### config.mk
export PLATFORM = sky130hd
export DESIGN_NAME = linked_queue_node_pool
export DESIGN_NICKNAME = d
export VERILOG_FILES = /design/src/design/lqnp_pkg.sv /design/src/design/linked_queue_node_pool.sv /design/src/design/lqnp_ram.sv /design/src/design/lqnp_ctrl.sv /design/src/design/lqnp_dp.sv
export SDC_FILE = /design/constraint.sdc
export NUM_CORES = 1
export LEC_CHECK = 0
export ABC_AREA = 1
export BUFFER_PORTS_ARGS = -buffer_cell sky130_fd_sc_hd__clkbuf_2
export CAP_MARGIN = 20
export CORE_UTILIZATION = 65
export DETAILED_ROUTE_END_ITERATION = 10
export PLACE_DENSITY = 0.82
export SLEW_MARGIN = 20
export SYNTH_ARGS = -nofsm -noshare
export SYNTH_HDL_FRONTEND = slang
export SYNTH_SLANG_ARGS = --single-unit
### constraint.sdc
create_clock -name clk -period 5.23 [get_ports clk]
set_input_delay 1.046 -clock clk [delete_from_list [all_inputs] [get_ports clk]]
set_output_delay 1.046 -clock clk [all_outputs]
set_load 0.01 [all_outputs]
### src/design/lqnp_pkg.sv
`timescale 1ns / 1ps

package lqnp_pkg;

  // Operation codes carried in the request.
  typedef enum logic [1:0] {
    FN_TAKE   = 2'd0,
    FN_APPEND = 2'd1,
    FN_REMOVE = 2'd2,
    FN_NOP    = 2'd3
  } func_t;

  // Result status codes.
  localparam logic [1:0] ST_OK    = 2'd0;
  localparam logic [1:0] ST_MISS  = 2'd1;
  localparam logic [1:0] ST_RANGE = 2'd2;

  // Which result the datapath latches. RES_EMPTY also serves the unused operation code.
  typedef enum logic [2:0] {
    RES_EMPTY   = 3'd0,
    RES_RANGE   = 3'd1,
    RES_TAKE    = 3'd2,
    RES_ID_OK   = 3'd3,
    RES_ID_MISS = 3'd4
  } res_sel_t;

  // Commands from the controller to the datapath.
  typedef struct packed {
    logic     load_item;
    logic     init_step;
    logic     walk_start;
    logic     rd_cur;
    logic     take_upd;
    logic     app_link;
    logic     app_self;
    logic     walk_chk;
    logic     rem_fix;
    logic     rem_clr;
    logic     res_load;
    res_sel_t res_sel;
    logic     out_load;
  } cmd_t;

  // Status from the datapath to the controller.
  typedef struct packed {
    logic  init_last;
    logic  core_bad;
    func_t func;
    logic  id_bad;
    logic  head_none;
    logic  cur_none;
    logic  steps_end;
    logic  match;
    logic  out_free;
  } sts_t;

endpackage

### src/design/linked_queue_node_pool.sv
`timescale 1ns / 1ps

// Linked queue node pool: per core, NODES service nodes kept on a free queue
// and a work queue, both threaded through one shared next-link memory.
// Input channel (in_*): one request per handshake with an operation (take head,
// append at tail, remove named node), a core, a queue and a node id.
// Output channel (out_*): exactly one result per request, in request order,
// with the node acted on and a status (ok, empty or not found, out of range).
// Requests are handled one at a time by a controller and a datapath around a
// link memory with one write port and a registered read port; that memory sets
// the pace. The result shows on out_tvalid from the output register, which the
// controller loads in its done state as soon as that register is free.
// After reset a clearing pass writes CORES * NODES links, one per cycle, while
// in_tready stays low; then every node is free in id order, work queues empty.
// A stalled receiver holds the result in the output register; the next request
// is still accepted and worked on, but its result waits until the slot frees.

module linked_queue_node_pool
  import lqnp_pkg::*;
#(
  parameter int NODES = 16,
  parameter int CORES = 2
) (
  input  logic        clk,
  input  logic        rst_n,
  input  logic        in_tvalid,
  output logic        in_tready,
  input  logic [15:0] in_tdata,   // func[1:0], core_index[2], queue_select[3], node_id[11:4]
  output logic        out_tvalid,
  input  logic        out_tready,
  output logic [7:0]  out_tdata   // node_out[3:0], status[5:4]
);

  cmd_t cmd;
  sts_t sts;

  lqnp_ctrl u_ctrl (
    .clk       (clk),
    .rst_n     (rst_n),
    .in_tvalid (in_tvalid),
    .in_tready (in_tready),
    .sts       (sts),
    .cmd       (cmd)
  );

  lqnp_dp #(
    .NODES (NODES),
    .CORES (CORES)
  ) u_dp (
    .clk        (clk),
    .rst_n      (rst_n),
    .cmd        (cmd),
    .sts        (sts),
    .in_tdata   (in_tdata),
    .out_tvalid (out_tvalid),
    .out_tready (out_tready),
    .out_tdata  (out_tdata)
  );

endmodule

### src/design/lqnp_ram.sv
`timescale 1ns / 1ps

module lqnp_ram #(
  parameter int WIDTH = 8,
  parameter int DEPTH = 16,
  parameter int AW    = (DEPTH > 1) ? $clog2(DEPTH) : 1
) (
  input  logic             clk,
  input  logic             we,
  input  logic [AW-1:0]    waddr,
  input  logic [WIDTH-1:0] wdata,
  input  logic             re,
  input  logic [AW-1:0]    raddr,
  output logic [WIDTH-1:0] rdata
);

  logic [WIDTH-1:0] mem_r [DEPTH];
  logic [WIDTH-1:0] rdata_r;

  // One write port and one registered read port.
  always_ff @(posedge clk) begin
    if (we) begin
      mem_r[waddr] <= wdata;
    end
    if (re) begin
      rdata_r <= mem_r[raddr];
    end
  end

  assign rdata = rdata_r;

endmodule

### src/design/lqnp_ctrl.sv
`timescale 1ns / 1ps

module lqnp_ctrl
  import lqnp_pkg::*;
(
  input  logic clk,
  input  logic rst_n,
  input  logic in_tvalid,
  output logic in_tready,
  input  sts_t sts,
  output cmd_t cmd
);

  typedef enum logic [3:0] {
    S_INIT,
    S_IDLE,
    S_DECODE,
    S_TAKE_RD,
    S_TAKE_UPD,
    S_APP_LINK,
    S_APP_SELF,
    S_WALK_RD,
    S_WALK_CHK,
    S_REM_FIX,
    S_REM_CLR,
    S_DONE
  } state_t;

  state_t state_r, state_nxt;
  logic   in_tready_r;

  // Next state and the command issued in each state.
  always_comb begin
    state_nxt = state_r;
    cmd       = '0;
    case (state_r)
      S_INIT: begin
        cmd.init_step = 1'b1;
        if (sts.init_last) begin
          state_nxt = S_IDLE;
        end
      end
      S_IDLE: begin
        if (in_tvalid && in_tready_r) begin
          cmd.load_item = 1'b1;
          state_nxt     = S_DECODE;
        end
      end
      S_DECODE: begin
        cmd.walk_start = 1'b1;
        if (sts.core_bad) begin
          cmd.res_load = 1'b1;
          cmd.res_sel  = RES_RANGE;
          state_nxt    = S_DONE;
        end else begin
          case (sts.func)
            FN_TAKE: begin
              if (sts.head_none) begin
                cmd.res_load = 1'b1;
                cmd.res_sel  = RES_EMPTY;
                state_nxt    = S_DONE;
              end else begin
                state_nxt = S_TAKE_RD;
              end
            end
            FN_APPEND: begin
              if (sts.id_bad) begin
                cmd.res_load = 1'b1;
                cmd.res_sel  = RES_RANGE;
                state_nxt    = S_DONE;
              end else begin
                state_nxt = S_APP_LINK;
              end
            end
            FN_REMOVE: begin
              if (sts.id_bad) begin
                cmd.res_load = 1'b1;
                cmd.res_sel  = RES_RANGE;
                state_nxt    = S_DONE;
              end else begin
                state_nxt = S_WALK_RD;
              end
            end
            default: begin
              cmd.res_load = 1'b1;
              cmd.res_sel  = RES_EMPTY;
              state_nxt    = S_DONE;
            end
          endcase
        end
      end
      S_TAKE_RD: begin
        cmd.rd_cur = 1'b1;
        state_nxt  = S_TAKE_UPD;
      end
      S_TAKE_UPD: begin
        cmd.take_upd = 1'b1;
        cmd.res_load = 1'b1;
        cmd.res_sel  = RES_TAKE;
        state_nxt    = S_DONE;
      end
      S_APP_LINK: begin
        cmd.app_link = 1'b1;
        state_nxt    = S_APP_SELF;
      end
      S_APP_SELF: begin
        cmd.app_self = 1'b1;
        cmd.res_load = 1'b1;
        cmd.res_sel  = RES_ID_OK;
        state_nxt    = S_DONE;
      end
      S_WALK_RD: begin
        // The walk ends at the end of the queue or after NODES visits.
        if (sts.cur_none || sts.steps_end) begin
          cmd.res_load = 1'b1;
          cmd.res_sel  = RES_ID_MISS;
          state_nxt    = S_DONE;
        end else begin
          cmd.rd_cur = 1'b1;
          state_nxt  = S_WALK_CHK;
        end
      end
      S_WALK_CHK: begin
        cmd.walk_chk = 1'b1;
        state_nxt    = sts.match ? S_REM_FIX : S_WALK_RD;
      end
      S_REM_FIX: begin
        cmd.rem_fix = 1'b1;
        state_nxt   = S_REM_CLR;
      end
      S_REM_CLR: begin
        cmd.rem_clr  = 1'b1;
        cmd.res_load = 1'b1;
        cmd.res_sel  = RES_ID_OK;
        state_nxt    = S_DONE;
      end
      S_DONE: begin
        if (sts.out_free) begin
          cmd.out_load = 1'b1;
          state_nxt    = S_IDLE;
        end
      end
      default: begin
        state_nxt = S_INIT;
      end
    endcase
  end

  // State and registered ready.
  always_ff @(posedge clk) begin
    if (!rst_n) begin
      state_r     <= S_INIT;
      in_tready_r <= 1'b0;
    end else begin
      state_r     <= state_nxt;
      in_tready_r <= (state_nxt == S_IDLE);
    end
  end

  assign in_tready = in_tready_r;

`ifndef ASSERT_OFF
  a_one_at_a_time: assert property (@(posedge clk) disable iff (!rst_n)
    (in_tvalid && in_tready) |=> !in_tready)
    else $error("request accepted while another was in progress");

  a_no_req_in_init: assert property (@(posedge clk) disable iff (!rst_n)
    (state_r == S_INIT) |-> !in_tready)
    else $error("request accepted during the link clearing pass");

  a_ready_after_result: assert property (@(posedge clk) disable iff (!rst_n)
    cmd.out_load |=> in_tready)
    else $error("not ready after delivering a result");
`endif

endmodule

### src/design/lqnp_dp.sv
`timescale 1ns / 1ps

module lqnp_dp
  import lqnp_pkg::*;
#(
  parameter int NODES = 16,
  parameter int CORES = 2
) (
  input  logic        clk,
  input  logic        rst_n,
  input  cmd_t        cmd,
  output sts_t        sts,
  input  logic [15:0] in_tdata,
  output logic        out_tvalid,
  input  logic        out_tready,
  output logic [7:0]  out_tdata
);

  localparam int LW    = $clog2(NODES + 1);
  localparam int DEPTH = CORES * NODES;
  localparam int AW    = $clog2(DEPTH);
  localparam int CW    = $clog2(CORES);
  localparam int QN    = 2 * CORES;
  localparam int QW    = $clog2(QN);
  localparam logic [LW-1:0] NONE = LW'(NODES);
  localparam logic [LW-1:0] LAST = LW'(NODES - 1);

  // Latched request.
  func_t         func_r;
  logic [CW-1:0] core_r;
  logic          core_bad_r;
  logic          qsel_r;
  logic [7:0]    id_r;

  // Queue ends, walk registers and clearing counters.
  logic [LW-1:0] head_r [QN];
  logic [LW-1:0] tail_r [QN];
  logic [LW-1:0] cur_r, prev_r, nxt_r, steps_r;
  logic [AW-1:0] init_r;
  logic [LW-1:0] inode_r;

  // Result staging and output register.
  logic [3:0] res_node_r;
  logic [1:0] res_status_r;
  logic       out_valid_r;
  logic [3:0] out_node_r;
  logic [1:0] out_status_r;

  logic [QW-1:0] q;
  logic [AW-1:0] base;
  logic [LW-1:0] id_node, head, tail, rnxt, rdata, wnode, wdata, init_data;
  logic [AW-1:0] waddr, raddr;
  logic          we, id_bad, match, out_free;

  function automatic logic [LW-1:0] link_of(input logic [LW-1:0] v);
    return (v >= NONE) ? NONE : v;
  endfunction

  assign q         = QW'({core_r, qsel_r});
  assign base      = AW'(core_r) * AW'(NODES);
  assign id_bad    = id_r >= 8'(NODES);
  assign id_node   = id_r[LW-1:0];
  assign head      = head_r[q];
  assign tail      = tail_r[q];
  assign rnxt      = link_of(rdata);
  assign match     = (cur_r == id_node);
  assign out_free  = !out_valid_r || out_tready;
  assign init_data = (inode_r == LAST) ? NONE : inode_r + 1'b1;

  // Request register.
  always_ff @(posedge clk) begin
    if (cmd.load_item) begin
      func_r     <= func_t'(in_tdata[1:0]);
      core_r     <= CW'(in_tdata[2]);
      core_bad_r <= {7'd0, in_tdata[2]} >= 8'(CORES);
      qsel_r     <= in_tdata[3];
      id_r       <= in_tdata[11:4];
    end
  end

  // Link store write port: one link per cycle.
  always_comb begin
    we    = 1'b0;
    wnode = cur_r;
    wdata = NONE;
    if (cmd.init_step) begin
      we    = 1'b1;
      wdata = init_data;
    end else if (cmd.take_upd) begin
      we = (rnxt != NONE);
    end else if (cmd.app_link) begin
      we    = (tail != NONE);
      wnode = tail;
      wdata = id_node;
    end else if (cmd.app_self) begin
      we    = 1'b1;
      wnode = id_node;
    end else if (cmd.rem_fix) begin
      we    = (prev_r != NONE);
      wnode = prev_r;
      wdata = nxt_r;
    end else if (cmd.rem_clr) begin
      we = 1'b1;
    end
  end

  assign waddr = cmd.init_step ? init_r : base + AW'(wnode);
  assign raddr = base + AW'(cur_r);

  lqnp_ram #(
    .WIDTH (LW),
    .DEPTH (DEPTH),
    .AW    (AW)
  ) u_links (
    .clk   (clk),
    .we    (we),
    .waddr (waddr),
    .wdata (wdata),
    .re    (cmd.rd_cur),
    .raddr (raddr),
    .rdata (rdata)
  );

  // Clearing pass counters.
  always_ff @(posedge clk) begin
    if (!rst_n) begin
      init_r  <= '0;
      inode_r <= '0;
    end else if (cmd.init_step) begin
      init_r  <= init_r + 1'b1;
      inode_r <= (inode_r == LAST) ? '0 : inode_r + 1'b1;
    end
  end

  // Queue heads and tails.
  always_ff @(posedge clk) begin
    if (!rst_n) begin
      for (int i = 0; i < QN; i++) begin
        head_r[i] <= (i % 2 == 0) ? '0 : NONE;
        tail_r[i] <= (i % 2 == 0) ? LAST : NONE;
      end
    end else begin
      if (cmd.take_upd) begin
        head_r[q] <= rnxt;
        if (rnxt == NONE) begin
          tail_r[q] <= NONE;
        end
      end
      if (cmd.app_link && (tail == NONE)) begin
        head_r[q] <= id_node;
      end
      if (cmd.app_self) begin
        tail_r[q] <= id_node;
      end
      if (cmd.rem_fix) begin
        if (prev_r == NONE) begin
          head_r[q] <= nxt_r;
        end
        if (cur_r == tail) begin
          tail_r[q] <= prev_r;
        end
      end
    end
  end

  // Walk registers: current node, its predecessor and the visit count.
  always_ff @(posedge clk) begin
    if (cmd.walk_start) begin
      cur_r   <= head;
      prev_r  <= NONE;
      steps_r <= '0;
    end else if (cmd.walk_chk) begin
      nxt_r <= rnxt;
      if (!match) begin
        prev_r  <= cur_r;
        cur_r   <= rnxt;
        steps_r <= steps_r + 1'b1;
      end
    end
  end

  // Result staging.
  always_ff @(posedge clk) begin
    if (cmd.res_load) begin
      case (cmd.res_sel)
        RES_RANGE: begin
          res_node_r   <= 4'd0;
          res_status_r <= ST_RANGE;
        end
        RES_TAKE: begin
          res_node_r   <= 4'(cur_r);
          res_status_r <= ST_OK;
        end
        RES_ID_OK: begin
          res_node_r   <= id_r[3:0];
          res_status_r <= ST_OK;
        end
        RES_ID_MISS: begin
          res_node_r   <= id_r[3:0];
          res_status_r <= ST_MISS;
        end
        default: begin
          res_node_r   <= 4'd0;
          res_status_r <= ST_MISS;
        end
      endcase
    end
  end

  // Output register: holds a result until the receiver takes it.
  always_ff @(posedge clk) begin
    if (!rst_n) begin
      out_valid_r <= 1'b0;
    end else if (cmd.out_load) begin
      out_valid_r <= 1'b1;
    end else if (out_tready) begin
      out_valid_r <= 1'b0;
    end
  end

  always_ff @(posedge clk) begin
    if (cmd.out_load) begin
      out_node_r   <= res_node_r;
      out_status_r <= res_status_r;
    end
  end

  assign out_tvalid = out_valid_r;
  assign out_tdata  = {2'b00, out_status_r, out_node_r};

  // Status to the controller.
  always_comb begin
    sts.init_last = (init_r == AW'(DEPTH - 1));
    sts.core_bad  = core_bad_r;
    sts.func      = func_r;
    sts.id_bad    = id_bad;
    sts.head_none = (head == NONE);
    sts.cur_none  = (cur_r == NONE);
    sts.steps_end = (steps_r == NONE);
    sts.match     = match;
    sts.out_free  = out_free;
  end

`ifndef ASSERT_OFF
  a_read_real_node: assert property (@(posedge clk) disable iff (!rst_n)
    cmd.rd_cur |-> (cur_r != NONE))
    else $error("link read issued for an absent node");

  a_unlink_target: assert property (@(posedge clk) disable iff (!rst_n)
    cmd.rem_fix |-> (cur_r == id_node))
    else $error("unlink of a node other than the requested one");

  a_no_overwrite: assert property (@(posedge clk) disable iff (!rst_n)
    cmd.out_load |-> (!out_valid_r || out_tready))
    else $error("result overwritten before it was taken");
`endif

endmodule

# ---- Word level (Yosys, flattened, before mapping)
# Memories as Yosys holds them, arrays and structs flattened. A register that Yosys moved wholly into a read port is not among the register bits.
# Index checks and enable logic that the tools add are counted.
dict set report op_classes {
  addsub 5
  order_cmp 2
  n_eq_ne 32
  mux 92
  bitwise 6
  n_reduce_logical 19
}
# op count
set ops {}
lappend ops {{$mux W5} 23}
lappend ops {{$mux W1} 47}
lappend ops {{$mux W4} 10}
lappend ops {{$pmux W4 S10} 1}
lappend ops {{$eq A5 B5 Y1 const B} 7}
lappend ops {{$eq A4 B3 Y1 const B} 4}
lappend ops {{$eq A4 B4 Y1 const B} 4}
lappend ops {{$pmux W4 S2} 2}
lappend ops {{$pmux W4 S4} 1}
lappend ops {{$add A5 B1 Y5 const B} 3}
lappend ops {{$ne A5 B5 Y1 const B} 3}
lappend ops {{$pmux W4 S3} 1}
lappend ops {{$add A5 B5 Y5} 2}
lappend ops {{$eq A5 B5 Y1} 2}
lappend ops {{$mux W2} 5}
lappend ops {{$reduce_or A5 Y1} 2}
lappend ops {{$eq A4 B1 Y1 const B} 2}
lappend ops {{$eq A4 B2 Y1 const B} 2}
lappend ops {{$ge A8 B5 Y1 const B} 1}
lappend ops {{$reduce_or A2 Y1} 4}
lappend ops {{$eq A3 B2 Y1 const B} 2}
lappend ops {{$reduce_and A2 Y1} 3}
lappend ops {{$eq A5 B4 Y1 const B} 1}
lappend ops {{$ge A5 B5 Y1 const B} 1}
lappend ops {{16 further kinds} 23}
dict set report totals {
  reg_bits 60
  ramBits 200
  output_inout_bits 10
  mem_count 3
}
# name words word_bits rd rd_ports_with_merged_regs wr line_no
set mem_list {}
lappend mem_list {u_dp.u_links.mem_r 32 5 1 1 1 lqnp_ram.sv:17} ;# logic [WIDTH-1:0] mem_r [DEPTH];
lappend mem_list {u_dp.head_r 4 5 1 1 4 lqnp_dp.sv:36} ;# logic [LW-1:0] head_r [QN];
lappend mem_list {u_dp.tail_r 4 5 1 1 4 lqnp_dp.sv:37} ;# logic [LW-1:0] tail_r [QN];

# ---- Longest topological paths before layout
# Gate-level depths: netlist (run 1).
dict set report logic_depth {
  word_depth 11
  depth_mapped 13
}

# ---- Hierarchy
# From an unflattened synthesis (run 1), not the netlist that was laid out.
dict set report unflattened {
  hier_cells 1262
  area_unflattened_um2 12469.5
}
# module n_inst cells_per_inst area_per_inst_um2 seq_area_each_um2
set by_module_without_submodules {}
lappend by_module_without_submodules {lqnp_ram 1 595 6846.6 4954.8}
lappend by_module_without_submodules {lqnp_dp 1 560 5007.3 2682.6}
lappend by_module_without_submodules {lqnp_ctrl 1 107 615.6 100.1}

# ---- Least setup slack after synthesis (run 1)
# Ideal clock, no wire load.
dict set report synth_path {
  path_type {input to register}
  from {input rst_n}
  to {memory u_dp.tail_r[1][0] (netlist bit) (enable)}
  setup_time_ps 313
  t_arrival_ps 2165
  slack_ps 2752
  path_stages 7
  n_path_buf 1
  cell_sequence {clkbuf_1 -> nand3_1 -> o21ai_0 -> inv_1 -> nand2_2 -> nand3_2 -> nand2_1}
}
# element line_no
set synth_rtl {}
lappend synth_rtl {{start: declaration} linked_queue_node_pool.sv:25} ;# input logic rst_n,
lappend synth_rtl {{end: declaration} lqnp_dp.sv:37}

==> flow_metrics.py, run 1 <==
metrics = {
    "worst_setup_path": {
        "worstSetupPathType": "register to register",
        "path_common_cell": "nand2_1",
        "worstPathArrival_ns": 3.58,
        "endpoint": "u_dp.u_links.mem_r[25][4]",
        "worst_ep_required_time_ns": 5.40,
        "endpoint_kind": "register",
        "reg2reg_depth": 10,
        "crit_buf_inv": 1,
        "cpPeakStageDelay_ns": 0.79,
        "cp_slowest_cell": "dfxtp_1",
        "crit_fanout": 21,
        "cp.depth": 10,
        "r2r_slack_ns": 1.82,
        "startpoint_type": "register",
        "rr_endpoint": "u_dp.u_links.mem_r[25][4]",
        "critical_path.top_delay_family": "simple AND/OR/NAND/NOR gates",
        "path_cells": "inv_1, nand2_1, nand3_1, nand3_1, nor2_4, nand2_1, nand2_1, nand2_1, nand3_2, nor2_1",
    },
    "sta": {
        "max_freq_mhz": 293,
        "setup_viol": 0,
        "fin_skew_ns": 0.0144,
        "rsz0062_at_grt": "false",
        "finalCriticalPeriod_ns": 3.41,
        "worst_pin_slew_ns": 0.802,
        "hold_viol": 0,
        "fin_crit_sh_pct": 65.3,
        "worst_slack_ns": 1.82,
        "tns_ns": 0,
        "slew_viol_final": 0,
        "relSlewSlack_pct": 46.0,
    },
    "clock_tree": {
        "cts_root_buf": "clkbuf_16",
        "numCtsBuffers": 27,
        "cts_setup_buffers": 0,
        "cts-resized-gates": 0,
        "path_clk_slew_ns": 0.06,
        "cts_hold_buf": 0,
        "cts_sinks": 267,
        "h-tree-depth": 1,
        "clockBufferDepth": 3,
        "cts_tree": "built",
        "clk-insertion-delay-late_ns": 0.54,
    },
    "floorplan": {
        "die_area_um2": 19000,
        "start_util_pct": 66.6,
        "core.rowCount": 49,
        "die_y_um": 138,
        "die_w_um": 138,
        "core_area_um2": 18000,
        "io_pins": 30,
    },
    "detailed_routing": {
        "met2_length_mm": 13.5,
        "met3_length_mm": 3.03,
        "drc": 0,
        "routed_wl_mm": 28.6,
        "first_pass_iters": 8,
        "drtIter0Drc": 1218,
        "num_vias": 8997,
        "via_per_inst": 6.23,
        "m1WireLength_mm": 10.8,
        "wire_per_inst_um": 19.8,
        "ant_nets": 0,
        "highest_layer": "met4",
    },
    "worst_hold_path": {
        "hold_depth": 0,
        "hold_path_class": "register to register",
    },
    "logic_synthesis": {
        "yosysMostFrequentCell": "edfxtp_1",
        "yosys_register_bits": 267,
        "yosys.area.top_type": "edfxtp_1",
        "synth-edff-count": 239,
        "async_flop_share_pct": 0,
        "netlist_top_cells_count": "edfxtp_1 (239), nand2_1 (221), nor2_1 (176)",
        "syn_inst": 1182,
        "avgSynthCellArea_um2": 10.2,
        "yosysWarnings": 0,
        "yosysUniqueCellTypes": 39,
        "synth_area_um2": 12000,
        "synthFlopType": "edfxtp_1",
        "synth_top_area_share_pct": 59.8,
        "synth_area_leaders": "edfxtp_1 (60%), nand2_1 (6.9%), nor2_1 (5.5%)",
        "ys_seq_area_share_pct": 64.4,
    },
    "final_layout": {
        "n_fill_cell": 1206,
        "final_util_pct": 73.1,
        "area_delta_synth_final_pct": 9.64,
        "fin_nets": 1224,
        "seqCellArea_um2": 7740,
        "diodes": 0,
        "drive_above_1_share_pct": 8.81,
        "multi_input_area_um2": 3750,
    },
    "global_route": {
        "overflow": 0,
        "gr-usage-all-layers_pct": 30.8,
        "antenna_found_initial": 0,
        "grt_pass1_wl_mm": 43.9,
        "grt_max_degree": 81,
        "grt_pass1_vias": 8454,
    },
    "outcome": {
        "outcome": "complete, no violations",
    },
    "pwr": {
        "ir_drop_v": 0.000376,
        "cellPowerDensity_nw_per_um2": 477,
        "p_leak_nw": 4.93,
    },
    "placement": {
        "place.gp.congestion": 1.00,
        "place_hpwl_mm": 18.5,
        "dp_slack_ns": 1.87,
        "portBuffers": 23,
    },
    "flow_run": {
        "cap_violations": 0,
    },
}
## layout make-up
cell class / count / area share, %
repair buffers: 33 / 1.50
flip-flops and latches: 267 / 58.8
clock inverters: 14 / 1.25
clock buffers: 36 / 5.39
inverters: 86 / 2.46
well taps: 229 / 2.18
multi-input cells: 778 / 28.5
## flip-flops by register name, indices dropped and copies added (netlist names), 8 cells and up, named ones only
signal / count
u_dp.head_r: 20
u_dp.id_r: 8
u_dp.u_links.mem_r: 160
u_dp.tail_r: 20
## where the power goes
group          switching (W)  internal (W)  total, W  leakage (nW)
sequential          0.000117       0.00285   0.00297          2.44
clock               0.000765       0.00115   0.00191         0.423
combinational        0.00109      0.000324   0.00141          2.07
## cell usage in the layout, fill, tap and decap left out, drive strengths merged, types with 3 or more instances in the layout
master,Yosys,routed
nand2,226,226
a21oi,45,45
ha,11,11
or2,3,3
clkbuf,36,59
nor2,182,182
nand3,94,94
dfxtp,28,28
inv,83,84
nand4,9,9
o211ai,3,3
xnor2,4,4
buf,16,10
o21ai,132,132
xor2,3,3
clkinv,3,12
edfxtp,239,239
nor3,10,10
bufinv,0,4
o22ai,49,49
## layer usage
metal / vias up / global-route usage (%)
met5: - / 0
met4: 0 / 13.5
met3: 116 / 4.68
met2: 563 / 50.2
met1: 4179 / 41.4
li1: 4139 / -
## how the worst min path moves through the flow
stage                              end  slack [ns]               start
floorplan           u_dp.out_node_r[0]        0.40  u_dp.res_node_r[0]
global placement    u_dp.out_node_r[0]        0.41  u_dp.res_node_r[0]
detailed placement  u_dp.out_node_r[1]        0.40  u_dp.res_node_r[1]
CTS                 u_dp.out_node_r[1]        0.42  u_dp.res_node_r[1]
global route        u_dp.out_node_r[1]        0.43  u_dp.res_node_r[1]
finish              u_dp.out_node_r[1]        0.42  u_dp.res_node_r[1]
## through the flow
step,instances,instance area (um^2),total power [W],hold slack (ns)
after floorplan,1183,12000,0.00389,0.400
after global placement,1392,12300,0.00431,0.406
after detailed placement,1392,12300,0.00437,0.405
after CTS,1442,13100,0.00625,0.419
after global routing,1443,13200,0.00651,0.427
final,1443,13200,0.00629,0.420
## cells by family after synthesis
group / count (synthesis) / share of synthesized area, %
flops: 267 / 64.4
buf+inv: 138 / 4.49
simple gates: 525 / 18.9
other cells: 1 / 0.0312
compound gates: 233 / 10.5
xor+xnor: 7 / 0.510
fa+ha+maj: 11 / 1.15
No activity file was read; power rests on OpenSTA's default activity.
==> run 2: changes to the inputs <==
--- a/config.mk
+++ b/config.mk
@@ -8,9 +8,9 @@
 export ABC_AREA = 1
 export BUFFER_PORTS_ARGS = -buffer_cell sky130_fd_sc_hd__clkbuf_2
 export CAP_MARGIN = 20
-export CORE_UTILIZATION = 65
+export CORE_UTILIZATION = 56
 export DETAILED_ROUTE_END_ITERATION = 10
-export PLACE_DENSITY = 0.82
+export PLACE_DENSITY = 0.75
 export SLEW_MARGIN = 20
 export SYNTH_ARGS = -nofsm -noshare
 export SYNTH_HDL_FRONTEND = slang
==> constraint.sdc (replaced) <==
create_clock -name clk -period 2.79 [get_ports clk]
set_input_delay 0.558 -clock clk [delete_from_list [all_inputs] [get_ports clk]]
set_output_delay 0.558 -clock clk [all_outputs]
set_load 0.01 [all_outputs]
==> flow_metrics.py, run 2 (synthesized netlist as in run 1, its figures left out) <==
metrics = {
    "outcome": {
        "outcome": "complete, no violations",
    },
    "floorplan": {
        "die_w_um": 148,
        "core_area_um2": 21000,
        "die_y_um": 148,
        "core.rowCount": 53,
        "die_area_um2": 22000,
        "start_util_pct": 57.1,
        "io_pins": 30,
    },
    "worst_setup_path": {
        "endpoint_kind": "register",
        "worstSetupPathType": "register to register",
        "worstPathArrival_ns": 2.76,
        "worst_ep_required_time_ns": 2.99,
        "rr_endpoint": "u_dp.u_links.mem_r[12][1]",
        "startpoint_type": "register",
        "reg2reg_depth": 10,
        "r2r_slack_ns": 0.23,
        "r2r-start": "u_ctrl.state_r[0]",
        "crit_fanout": 9,
    },
    "clock_tree": {
        "cts_hold_buf": 0,
        "cts_tree": "built",
        "cts_setup_buffers": 0,
        "cts_sinks": 267,
        "cts-resized-gates": 0,
        "cts_root_buf": "clkbuf_16",
        "clk-insertion-delay-late_ns": 0.56,
        "h-tree-depth": 1,
        "clockBufferDepth": 3,
        "numCtsBuffers": 27,
        "path_clk_slew_ns": 0.07,
    },
    "detailed_routing": {
        "wire_per_inst_um": 19.2,
        "via_per_inst": 5.84,
        "first_pass_iters": 6,
        "routed_wl_mm": 29.7,
        "drc": 0,
        "drtIter0Drc": 970,
        "ant_nets": 0,
        "num_vias": 9030,
    },
    "final_layout": {
        "largest_reg_flops": 160,
        "fin_nets": 1282,
        "n_fill_cell": 1631,
        "area_delta_synth_final_pct": 14.7,
        "stdcell_count": 1547,
        "drive_above_1_share_pct": 13.4,
        "largestRegisters": "u_dp.u_links.mem_r x160, u_dp.head_r x20, u_dp.tail_r x20",
        "diodes": 0,
        "final_common_cell": "edfxtp_1",
        "mostFrequentLayoutCells": "edfxtp_1 (239), nand2_1 (221), nor2_1 (176)",
        "top_register": "u_dp.u_links.mem_r",
    },
    "sta": {
        "fin_skew_ns": 0.0268,
        "max_freq_mhz": 391,
        "relSlewSlack_pct": 53.6,
        "tns_ns": 0,
        "hold_viol": 0,
        "rsz0062_at_grt": "false",
        "setup_viol": 0,
        "slew_viol_final": 0,
        "fin_crit_sh_pct": 91.8,
        "finalCriticalPeriod_ns": 2.56,
        "worst_pin_slew_ns": 0.696,
    },
    "worst_hold_path": {
        "hold_path_class": "primary input to register",
        "hold_depth": 1,
        "min_from": "in_tdata[10]",
        "hold_path_end": "u_dp.id_r[6]",
    },
    "global_route": {
        "gr-usage-all-layers_pct": 27.3,
        "grt_pass1_vias": 8530,
        "overflow": 0,
        "grt_max_degree": 81,
        "grt_pass1_wl_mm": 45.6,
        "antenna_found_initial": 0,
    },
    "pwr": {
        "p_leak_nw": 5.28,
        "cellPowerDensity_nw_per_um2": 903,
        "ir_drop_v": 0.00104,
    },
    "placement": {
        "place_hpwl_mm": 19.9,
        "place.gp.congestion": 1.04,
        "portBuffers": 23,
        "place_inst": 1497,
    },
    "flow_run": {
        "cap_violations": 0,
    },
}
[run 2: changes by cell type in the layout (fill, tap and decap cells not counted), sizes merged]
cell	delta
bufinv	+3
inv	+1
clkinv	-1
clkinvlp	+3
buf	+58
clkbuf	-6
[run 2: cell type report]
type	count	area [um^2]	share of cell area (%)
Timing Repair Buffer	91	651	4.72
Clock inverter	20	295	2.14
Inverter	86	324	2.35
Sequential cell	267	7740	56.1
Clock buffer	30	687	4.98
Multi-Input combinational cell	778	3740	27.2
Tap cell	275	344	2.50
[run 2: stage by stage]
| stage | area (um^2) | util (%) | total power (W) | setup slack, ns | hold WS [ns] |
|---|---|---|---|---|---|
| 2_1_floorplan | 12000 | - | 0.00729 | 0.485 | 0.400 |
| 3_3_place_gp | 12800 | 60.9 | 0.00841 | 0.341 | 0.408 |
| 3_5_place_dp | 12800 | 60.9 | 0.00850 | 0.322 | 0.413 |
| 4_1_cts | 13800 | 65.6 | 0.0124 | 0.271 | 0.167 |
| 5_1_grt | 13800 | 65.6 | 0.0129 | 0.0136 | 0.169 |
| 6_report | 13800 | 65.6 | 0.0124 | 0.229 | 0.176 |
[run 2: critical path, stage by stage (launching register included)]
cell and delay, ns:
dfxtp_1 0.45, inv_2 0.07, nor2_2 0.14, nand2_2 0.18, clkinv_2 0.15, nor2_1 0.05
o21ai_1 0.23, nand3_1 0.11, nand2_1 0.15, nand3_1 0.24, nor2_1 0.43
[run 2: worst max-delay path by stage]
stage	start	end	cells past startpoint
after detailed placement	u_ctrl.state_r[0]	u_dp.u_links.mem_r[12][0]	12
after floorplan	u_dp.inode_r[0]	u_dp.u_links.mem_r[0][4]	5
final	u_ctrl.state_r[0]	u_dp.u_links.mem_r[12][1]	10
after global routing	u_ctrl.state_r[0]	u_dp.u_links.mem_r[12][1]	12
after CTS	u_ctrl.state_r[0]	u_dp.u_links.mem_r[12][0]	12
after global placement	u_ctrl.state_r[0]	u_dp.u_links.mem_r[12][0]	12
[run 2: layer usage]
layer,vias to the layer above,GRT usage [%],wire length [um]
met5,-,0,0
met1,4265,37.8,12100
met4,0,9.18,810
met3,64,4.11,2620
li1,4246,-,-
met2,455,44.3,14100
[run 2: report_power, final]
group	internal, W	total [W]	switching (W)	leakage [nW]
clock	0.00244	0.00398	0.00154	0.470
combinational	0.000813	0.00292	0.00211	2.38
sequential	0.00533	0.00555	0.000221	2.44
total	0.00858	0.0124	0.00387	5.28
